--- src/rtl/suwf_pkg.sv ---
package suwf_pkg;

   localparam int FRAME_LEN = 8;
   localparam int QUEUE_DEPTH = 2;
   localparam int QPTR_W = $clog2(QUEUE_DEPTH);
   localparam int QCNT_W = $clog2(QUEUE_DEPTH + 1);

   localparam logic [7:0] SYNC_BYTE = 8'h05;
   localparam logic [7:0] WRITE_FLAG = 8'h80;
   localparam logic [7:0] CRC_POLY = 8'h07;

   typedef logic [7:0] byte_type;
   typedef logic [2:0] byte_index_type;

   localparam byte_index_type LAST_INDEX = byte_index_type'(FRAME_LEN - 1);

   typedef enum byte_index_type {
      IDX_SYNC   = 3'd0,
      IDX_NODE   = 3'd1,
      IDX_REG    = 3'd2,
      IDX_DATA3  = 3'd3,
      IDX_DATA2  = 3'd4,
      IDX_DATA1  = 3'd5,
      IDX_DATA0  = 3'd6,
      IDX_CRC    = 3'd7
   } byte_slot_type;

   typedef struct packed {
      logic [1:0] node_address;
      logic [6:0] register_address;
      logic [31:0] write_data;
   } frame_type;

   // Byte of the datagram header and body at a given slot; the CRC slot is
   // supplied by the sender.
   function automatic byte_type frame_byte_at(frame_type frame, byte_index_type idx);
      byte_type result;
      result = '0;
      unique case (byte_slot_type'(idx))
         IDX_SYNC:  result = SYNC_BYTE;
         IDX_NODE:  result = {6'd0, frame.node_address};
         IDX_REG:   result = WRITE_FLAG | {1'b0, frame.register_address};
         IDX_DATA3: result = frame.write_data[31:24];
         IDX_DATA2: result = frame.write_data[23:16];
         IDX_DATA1: result = frame.write_data[15:8];
         IDX_DATA0: result = frame.write_data[7:0];
         IDX_CRC:   result = '0;
         default:   result = '0;
      endcase
      return result;
   endfunction

   // One byte through the CRC-8, least significant bit first.
   function automatic byte_type crc8_step(byte_type crc, byte_type data);
      byte_type c;
      byte_type d;
      c = crc;
      d = data;
      for (int b = 0; b < 8; b++) begin
         if (c[7] ^ d[0]) begin
            c = {c[6:0], 1'b0} ^ CRC_POLY;
         end else begin
            c = {c[6:0], 1'b0};
         end
         d = {1'b0, d[7:1]};
      end
      return c;
   endfunction

endpackage

--- src/rtl/stepper_uart_write_frame.sv ---
// A write passes the front stage register, the queue, the frame register and the output
// byte register before its first byte is shown. Bytes leave at one per cycle unless
// rsp_pop stalls, set by the single byte-wide result register that the frame sender drives.
// A two-entry queue lets new writes be taken while the previous datagram is sent.
// Reset is synchronous: node address returns to 0 and all queued words are dropped.
module stepper_uart_write_frame (
   input  logic        clock,
   input  logic        reset,
   input  logic        req_push,
   output logic        req_full,
   input  logic [6:0]  req_register_address,
   input  logic [31:0] req_write_data,
   output logic        rsp_empty,
   input  logic        rsp_pop,
   output logic [7:0]  rsp_frame_byte,
   output logic        rsp_last_byte,
   input  logic        csr_wr_en,
   input  logic [1:0]  csr_wr_data
);
   import suwf_pkg::*;

   logic f_push;
   logic f_ready;
   frame_type f_frame;
   logic b_valid;
   logic b_pop;
   frame_type b_frame;

   suwf_front u_front (
      .clock(clock),
      .reset(reset),
      .req_push(req_push),
      .req_full(req_full),
      .req_register_address(req_register_address),
      .req_write_data(req_write_data),
      .csr_wr_en(csr_wr_en),
      .csr_wr_data(csr_wr_data),
      .q_push(f_push),
      .q_ready(f_ready),
      .q_frame(f_frame)
   );

   suwf_queue u_queue (
      .clock(clock),
      .reset(reset),
      .push(f_push),
      .ready(f_ready),
      .push_frame(f_frame),
      .valid(b_valid),
      .pop(b_pop),
      .pop_frame(b_frame)
   );

   suwf_back u_back (
      .clock(clock),
      .reset(reset),
      .q_valid(b_valid),
      .q_pop(b_pop),
      .q_frame(b_frame),
      .rsp_empty(rsp_empty),
      .rsp_pop(rsp_pop),
      .rsp_frame_byte(rsp_frame_byte),
      .rsp_last_byte(rsp_last_byte)
   );

endmodule

--- src/rtl/suwf_front.sv ---
module suwf_front (
   input  logic              clock,
   input  logic              reset,
   input  logic              req_push,
   output logic              req_full,
   input  logic [6:0]        req_register_address,
   input  logic [31:0]       req_write_data,
   input  logic              csr_wr_en,
   input  logic [1:0]        csr_wr_data,
   output logic              q_push,
   input  logic              q_ready,
   output suwf_pkg::frame_type q_frame
);
   import suwf_pkg::*;

   logic [1:0] node_ff;
   logic [1:0] node_in;
   logic stage_valid_ff;
   logic stage_valid_in;
   frame_type stage_ff;
   frame_type stage_in;
   logic accept;

   assign req_full = stage_valid_ff && !q_ready;
   assign accept = req_push && !req_full;
   assign q_push = stage_valid_ff;
   assign q_frame = stage_ff;

   always_comb begin
      node_in = csr_wr_en ? csr_wr_data : node_ff;
      stage_in = stage_ff;
      stage_valid_in = stage_valid_ff;
      if (stage_valid_ff && q_ready) begin
         stage_valid_in = 1'b0;
      end
      if (accept) begin
         stage_valid_in = 1'b1;
         stage_in.node_address = node_ff;
         stage_in.register_address = req_register_address;
         stage_in.write_data = req_write_data;
      end
   end

   always_ff @(posedge clock) begin
      if (reset) begin
         node_ff <= '0;
         stage_valid_ff <= 1'b0;
      end else begin
         node_ff <= node_in;
         stage_valid_ff <= stage_valid_in;
      end
      stage_ff <= stage_in;
   end

endmodule

--- src/rtl/suwf_queue.sv ---
module suwf_queue (
   input  logic                clock,
   input  logic                reset,
   input  logic                push,
   output logic                ready,
   input  suwf_pkg::frame_type push_frame,
   output logic                valid,
   input  logic                pop,
   output suwf_pkg::frame_type pop_frame
);
   import suwf_pkg::*;

   frame_type store_ff [QUEUE_DEPTH];
   logic [QPTR_W-1:0] wr_ptr_ff;
   logic [QPTR_W-1:0] wr_ptr_in;
   logic [QPTR_W-1:0] rd_ptr_ff;
   logic [QPTR_W-1:0] rd_ptr_in;
   logic [QCNT_W-1:0] count_ff;
   logic [QCNT_W-1:0] count_in;
   logic do_push;
   logic do_pop;

   assign ready = count_ff != QCNT_W'(QUEUE_DEPTH);
   assign valid = count_ff != '0;
   assign do_push = push && ready;
   assign do_pop = pop && valid;
   assign pop_frame = store_ff[rd_ptr_ff];

   always_comb begin
      wr_ptr_in = do_push ? wr_ptr_ff + QPTR_W'(1) : wr_ptr_ff;
      rd_ptr_in = do_pop ? rd_ptr_ff + QPTR_W'(1) : rd_ptr_ff;
      count_in = count_ff;
      if (do_push && !do_pop) begin
         count_in = count_ff + QCNT_W'(1);
      end else if (do_pop && !do_push) begin
         count_in = count_ff - QCNT_W'(1);
      end
   end

   always_ff @(posedge clock) begin
      if (reset) begin
         wr_ptr_ff <= '0;
         rd_ptr_ff <= '0;
         count_ff <= '0;
      end else begin
         wr_ptr_ff <= wr_ptr_in;
         rd_ptr_ff <= rd_ptr_in;
         count_ff <= count_in;
      end
      if (do_push) begin
         store_ff[wr_ptr_ff] <= push_frame;
      end
   end

endmodule

--- src/rtl/suwf_back.sv ---
module suwf_back (
   input  logic                clock,
   input  logic                reset,
   input  logic                q_valid,
   output logic                q_pop,
   input  suwf_pkg::frame_type q_frame,
   output logic                rsp_empty,
   input  logic                rsp_pop,
   output logic [7:0]          rsp_frame_byte,
   output logic                rsp_last_byte
);
   import suwf_pkg::*;

   frame_type frame_ff;
   frame_type frame_in;
   logic busy_ff;
   logic busy_in;
   byte_index_type idx_ff;
   byte_index_type idx_in;
   byte_type crc_ff;
   byte_type crc_in;
   logic out_valid_ff;
   logic out_valid_in;
   byte_type out_byte_ff;
   byte_type out_byte_in;
   logic out_last_ff;
   logic out_last_in;
   logic advance;
   logic at_last;
   byte_type body_byte;

   assign advance = !out_valid_ff || rsp_pop;
   assign at_last = idx_ff == LAST_INDEX;
   assign body_byte = frame_byte_at(frame_ff, idx_ff);
   assign q_pop = q_valid && (!busy_ff || (advance && at_last));

   assign rsp_empty = !out_valid_ff;
   assign rsp_frame_byte = out_byte_ff;
   assign rsp_last_byte = out_last_ff;

   always_comb begin
      frame_in = frame_ff;
      busy_in = busy_ff;
      idx_in = idx_ff;
      crc_in = crc_ff;
      out_valid_in = out_valid_ff && !rsp_pop;
      out_byte_in = out_byte_ff;
      out_last_in = out_last_ff;
      if (busy_ff && advance) begin
         out_valid_in = 1'b1;
         if (at_last) begin
            out_byte_in = crc_ff;
            out_last_in = 1'b1;
            busy_in = 1'b0;
         end else begin
            out_byte_in = body_byte;
            out_last_in = 1'b0;
            crc_in = crc8_step(crc_ff, body_byte);
            idx_in = idx_ff + byte_index_type'(1);
         end
      end
      if (q_pop) begin
         frame_in = q_frame;
         busy_in = 1'b1;
         idx_in = '0;
         crc_in = '0;
      end
   end

   always_ff @(posedge clock) begin
      if (reset) begin
         busy_ff <= 1'b0;
         out_valid_ff <= 1'b0;
         idx_ff <= '0;
      end else begin
         busy_ff <= busy_in;
         out_valid_ff <= out_valid_in;
         idx_ff <= idx_in;
      end
      frame_ff <= frame_in;
      crc_ff <= crc_in;
      out_byte_ff <= out_byte_in;
      out_last_ff <= out_last_in;
   end

endmodule

--- config.mk ---
export PLATFORM = sky130hd
export DESIGN_NAME = stepper_uart_write_frame
export DESIGN_NICKNAME = d
export VERILOG_FILES = /design/src/rtl/suwf_pkg.sv /design/src/rtl/stepper_uart_write_frame.sv /design/src/rtl/suwf_front.sv /design/src/rtl/suwf_queue.sv /design/src/rtl/suwf_back.sv
export SDC_FILE = /design/constraint.sdc
export NUM_CORES = 1
export LEC_CHECK = 0
export BUFFER_PORTS_ARGS = -buffer_cell sky130_fd_sc_hd__buf_4
export CORE_ASPECT_RATIO = 0.75
export CORE_UTILIZATION = 40
export CTS_CLUSTER_SIZE = 24
export DETAILED_ROUTE_END_ITERATION = 12
export PLACE_DENSITY = 0.58
export SLEW_MARGIN = 20
export SYNTH_ARGS = -nofsm -noshare
export SYNTH_HDL_FRONTEND = slang
export SYNTH_SLANG_ARGS = --single-unit
--- constraint.sdc ---
create_clock -name clock -period 4.49 [get_ports clock]
set_input_delay 0.6735 -clock clock [delete_from_list [all_inputs] [get_ports clock]]
set_output_delay 0.6735 -clock clock [all_outputs]
set_load 0.1 [all_outputs]
==> results.py, run 1 <==
metrics = {
    "sta": {
        "finalSetupViolations": 0,
        "post-route-period-util_pct": 69.5,
        "fmax_ghz": 0.320,
        "rsz0062_at_grt": "no",
        "tightest_slew_ps": 733,
        "final.setup.tns_ps": 0,
        "min_period_ps": 3120,
        "final_hold_viol_count": 0,
        "drv_slew": 0,
        "fin_skew_ps": 12.6,
        "worst_slack_ps": 1370,
        "relSlewSlack_pct": 51.0,
    },
    "power": {
        "vdd_ir_drop_max_mv": 0.367,
        "p_per_area_nw_per_um2": 639,
        "finalPower_mw": 5.44,
        "p_leak_nw": 2.95,
    },
    "synth": {
        "syn_inst": 394,
        "synth.distinct_cells": 57,
        "ys.flop_type": "edfxtp_1",
        "synth_nets": 447,
        "yosysSeqAreaShare_pct": 76.6,
        "synth_warnings": 0,
        "avgSynthCellArea_um2": 18.5,
        "synth_seq_cells": 193,
        "synth_edf_count": 173,
        "synthArstFlopShare_pct": 0,
        "synth_area_um2": 7300,
    },
    "finish": {
        "area_growth_pct": 16.5,
        "regArea_um2": 5600,
        "fill_cells": 1539,
        "antennaDiodeCount": 0,
        "post-route-util_pct": 47.9,
        "nNetsFinal": 511,
        "multi_input_area_um2": 1570,
        "drive_gt1_share_pct": 32.7,
        "design_area_um2": 8510,
    },
    "global_route": {
        "grt_pass1_wl_um": 19900,
        "overflow": 0,
        "grtUsageTotal_pct": 14.5,
        "grt_start_max_net_pins": 46,
        "grt_pass1_vias": 3671,
        "antenna_found_initial": 0,
    },
    "critical_path": {
        "cp_max_fo": 18,
        "rr_startpoint": "u_back.idx_ff[2]",
        "path_class": "flop to flop",
        "critical_path.startpoint_type": "flop",
        "arrival_ps": 3410,
        "critical_path.startpoint": "u_back.idx_ff[2]",
        "cp_data_required_time_ps": 4780,
        "cp-end-kind": "flop",
    },
    "clock_network": {
        "root_buffer": "clkbuf_16",
        "worstSkewPairLatency_ps": 430,
        "postCtsHoldBufs": 0,
        "numCtsBuffers": 17,
        "cts.clk_slew.worst_paths_ps": 70,
        "htreeDepth": 4,
        "cts_resized": 0,
        "cts_tree": "done",
        "cts_buffer_depth": 2,
        "clock-sinks": 193,
        "postCtsSetupRepairBufs": 0,
    },
    "die": {
        "start_util_pct": 41.1,
        "core_um2": 17800,
        "dieArea_um2": 18800,
        "ios": 57,
        "die_h_um": 119,
        "dieWidth_um": 158,
        "rows": 42,
    },
    "place": {
        "dp_slack_ps": 1410,
        "io_buffers": 56,
        "dpl.hpwl_um": 7730,
        "postPlaceCellArea_um2": 7960,
        "finalWeightedCongestion": 0.817,
    },
    "hold_path": {
        "holdCritStartpoint": "req_register_address[3]",
        "hold_class": "input port to flop",
    },
    "route": {
        "via_per_inst": 4.89,
        "drc": 0,
        "firstDrtPassIters": 4,
        "ant_nets": 0,
        "wl_um": 12400,
        "num_vias": 3485,
        "avgRoutedWirePerCell_um": 17.4,
        "drt_iter0_drc": 234,
    },
    "job": {
        "drv_cap": 0,
    },
    "outcome": {
        "status": "finished, final reports clean",
    },
}
-- final timing paths --
check,to,slack (ps),cells past startpoint
worst max-delay path,u_back.crc_ff[1],1370,8
worst min-delay path,u_front.q_frame[35],420,1
worst max register to register,u_back.crc_ff[1],1370,8
worst min register to register,u_queue.store_ff[0][5],450,0
-- cell type report --
class,count,share of cell area (%)
repair buffers,60,5.29
clock inverters,14,1.34
flip-flops and latches,193,65.7
clock buffers,18,5.04
inverters,12,0.529
multi-input cells,174,18.5
well taps,242,3.56
-- sequential cells by signal, indices dropped and copies added, names as in the netlist --
| register | count |
|---|---|
| u_back.crc_ff | 8 |
| u_back.rsp_last_byte | 1 |
| u_front.node_ff | 2 |
| u_back.idx_ff | 3 |
| u_queue.store_ff | 82 |
| u_back.frame_ff | 41 |
| u_back.out_valid_ff | 1 |
| u_queue.rd_ptr_ff | 1 |
| u_back.rsp_frame_byte | 8 |
| u_front.q_frame | 41 |
| u_queue.count_ff | 2 |
| u_front.q_push | 1 |
| u_queue.wr_ptr_ff | 1 |
| u_back.busy_ff | 1 |
-- placed cells by master (no fill, tap or decap), types with 4 or more instances in the layout --
cell type / count
dfxtp_1: 20
ha_1: 7
o31ai_1: 4
o211ai_1: 5
buf_4: 60
nor2_1: 12
a21oi_1: 5
xor2_1: 7
mux2i_1: 6
o21ai_0: 5
clkbuf_16: 17
inv_1: 12
nand2_1: 11
a222oi_1: 5
xnor2_1: 10
nand2b_1: 4
edfxtp_1: 173
mux2_2: 47
-- critical path, stage by stage (launching register included) --
cell,delay [ps]
dfxtp_1,770
inv_1,250
ha_1,380
a222oi_1,610
xnor2_1,200
xnor3_2,330
xnor2_1,170
o211ai_1,190
o31ai_1,100
-- Yosys cell counts, drive strengths merged (5+ instances only) --
cell | number | share of area, %
a21oi | 6 | 0.46
a222oi | 5 | 0.69
buf | 5 | 0.72
clkbuf | 8 | 0.55
dfxtp | 20 | 5.5
edfxtp | 173 | 71
ha | 7 | 1.2
inv | 12 | 0.62
mux2 | 48 | 7.5
mux2i | 6 | 0.82
nand2 | 11 | 0.57
nor2 | 13 | 0.67
o211ai | 7 | 0.86
o21ai | 6 | 0.46
xnor2 | 12 | 1.6
xor2 | 8 | 1.1
-- cell families after synthesis --
group                      share of synthesized area [%]
muxes                                               8.27
adders and majority gates                           1.20
buffers and inverters                               2.12
xor gates and xnor gates                            3.34
AOI/OAI and AO/OA                                   4.83
DFF                                                 76.6
and+or+nand+nor                                     3.63
-- metrics by stage --
| stage | instances | hold slack, ps |
|---|---|---|
| floorplan | 394 | 408 |
| global placement | 681 | 425 |
| detailed placement | 681 | 430 |
| CTS | 713 | 390 |
| global route | 713 | 385 |
| finish | 713 | 415 |
-- power breakdown --
| group | internal [mW] | switching (mW) | total [mW] |
|---|---|---|---|
| registers | 2.38 | 0.179 | 2.56 |
| clock network | 0.760 | 0.641 | 1.40 |
| logic | 0.596 | 0.883 | 1.48 |
-- routing by layer --
metal | wire [um] | up-vias | global-route usage, %
met3 | 639 | 12 | 4.77
met5 | 0 | - | 0
met4 | 128 | 0 | 5.11
met1 | 5750 | 1743 | 19.6
met2 | 5890 | 79 | 21.9
li1 | - | 1651 | -
No activity file was read; power rests on OpenSTA's default activity.
==> run 2, diff against run 1 <==
Settings changed: PLACE_DENSITY 0.58 to 0.6.
Clock period 4.49 ns to 2.7 ns, I/O delays scaled along.
==> results.py, run 2 (synthesized netlist as in run 1, its figures left out) <==
metrics = {
    "global_route": {
        "globalRouteMet2Util_pct": 20.9,
        "overflow": 0,
        "grt_pass1_wl_um": 18800,
        "grt_start_max_net_pins": 46,
        "grt.busiest_layer": "met2",
        "grt_util_met3_pct": 4.15,
        "antenna_found_initial": 0,
        "grtUsageMet1_pct": 19.1,
        "grtUsageTotal_pct": 13.8,
        "grt_pass1_vias": 3446,
    },
    "route": {
        "avgRoutedWirePerCell_um": 16.4,
        "ant_nets": 0,
        "drc": 0,
        "drt_iter0_drc": 199,
        "wl_um": 11800,
        "firstDrtPassIters": 5,
        "via_per_inst": 4.70,
        "num_vias": 3398,
    },
    "clock_network": {
        "numCtsBuffers": 17,
        "cts_buffer_depth": 2,
        "cts_tree": "done",
        "htreeDepth": 4,
        "worstSkewPairLatency_ps": 430,
        "postCtsHoldBufs": 0,
        "cts.clk_slew.worst_paths_ps": 70,
        "clock-sinks": 193,
        "root_buffer": "clkbuf_16",
    },
    "critical_path": {
        "critical_path.startpoint_type": "flop",
        "path_class": "flop to flop",
        "cp_max_fo": 7,
        "arrival_ps": 2860,
        "cp_data_required_time_ps": 3000,
        "cp-end-kind": "flop",
        "ff2ff_path_depth": 9,
        "rrSetupSlack_ps": 140,
    },
    "die": {
        "ios": 57,
        "dieWidth_um": 158,
        "core_um2": 17800,
        "dieArea_um2": 18800,
        "die_h_um": 119,
        "start_util_pct": 41.1,
        "rows": 42,
    },
    "sta": {
        "relSlewSlack_pct": 60.1,
        "min_period_ps": 2560,
        "finalSetupViolations": 0,
        "final_hold_viol_count": 0,
        "drv_slew": 0,
        "tightest_slew_ps": 599,
        "post-route-period-util_pct": 94.9,
        "fmax_ghz": 0.390,
        "final.setup.tns_ps": 0,
        "fin_skew_ps": 14.2,
        "rsz0062_at_grt": "no",
        "worst_slack_ps": 137,
    },
    "place": {
        "io_buffers": 56,
        "dpl.hpwl_um": 7540,
        "finalWeightedCongestion": 0.839,
        "dp_slack_ps": 109,
    },
    "hold_path": {
        "min_path_cells": 1,
        "hold_class": "input port to flop",
    },
    "finish": {
        "area_growth_pct": 18.5,
        "final_cell_mix": "edfxtp_1 (173), buf_4 (68), mux2_2 (47), dfxtp_1 (20), clkbuf_16 (17)",
        "regArea_um2": 5600,
        "antennaDiodeCount": 0,
        "largest_reg_flops": 82,
        "drive_gt1_share_pct": 35.3,
        "nNetsFinal": 521,
        "regMostFlops": "u_queue.store_ff",
        "final_common_cell": "edfxtp_1",
        "fill_cells": 1488,
        "multi_input_area_um2": 1580,
    },
    "job": {
        "drv_cap": 0,
    },
    "outcome": {
        "status": "finished, final reports clean",
    },
    "power": {
        "vdd_ir_drop_max_mv": 0.569,
        "p_leak_nw": 3.02,
        "p_per_area_nw_per_um2": 1070,
    },
}
## run 2: cell types whose count changed in the layout (fill, tap and decap cells not counted), sizes merged
| cell | delta |
|---|---|
| buf | +10 |
| inv | +4 |
| clkinv | -5 |
| clkinvlp | +1 |
## run 2: final cells by class
class / count / share of cell area (%)
flip-flops and latches: 193 / 64.6
clock inverters: 14 / 1.75
repair buffers: 70 / 6.36
multi-input cells: 174 / 18.3
clock buffers: 18 / 4.96
inverters: 12 / 0.520
well taps: 242 / 3.50
## run 2: worst paths after layout
| path | start | endpoint |
|---|---|---|
| worst max-delay path | u_back.idx_ff[0] | u_back.crc_ff[1] |
| worst max register to register | u_back.idx_ff[0] | u_back.crc_ff[1] |
| worst min register to register | u_front.q_frame[25] | u_queue.store_ff[1][25] |
| worst min-delay path | req_register_address[3] | u_front.q_frame[35] |
## run 2: where the power goes
part | total (mW) | internal, mW | switching [mW]
registers | 4.20 | 3.95 | 0.245
clock network | 2.42 | 1.31 | 1.12
logic | 2.63 | 1.09 | 1.54
total | 9.25 | 6.35 | 2.90
## run 2: what timing repair did
action | 4_1_cts | 5_1_grt
hold endpoints to repair | 0 | 0
resized for setup | 0 | 3
endpoints found under the setup margin | 0 | 2
setup buffers | 0 | 3
## run 2: layer usage
| layer | part of all wire, % | vias to the layer above | wire, um |
|---|---|---|---|
| met5 | 0 | - | 0 |
| met4 | 0.72 | 0 | 85 |
| met3 | 3.9 | 10 | 456 |
| met2 | 46 | 67 | 5460 |
| met1 | 49 | 1651 | 5830 |
| li1 | - | 1670 | - |
## run 2: critical path, stage by stage, from the launching register on
cell      delay, ps
dfxtp_1         350
ha_1            230
ha_1            320
a222oi_1        450
buf_4           190
xnor2_1         110
xnor3_2         330
xnor2_1         180
o211ai_1        180
o31ai_1          90
## run 2: per-stage QoR
step                instances  utilization, %  hold slack [ps]  total power [mW]  cell area (um2)
CTS                       720            48.6              130              9.29             8620
global route              723            48.7              123              9.71             8660
finish                    723            48.7              149              9.25             8660
global placement          688            45.3              420              6.82             8040
floorplan                 394               -              408              6.20             7310
detailed placement        688            45.3              431              6.84             8040
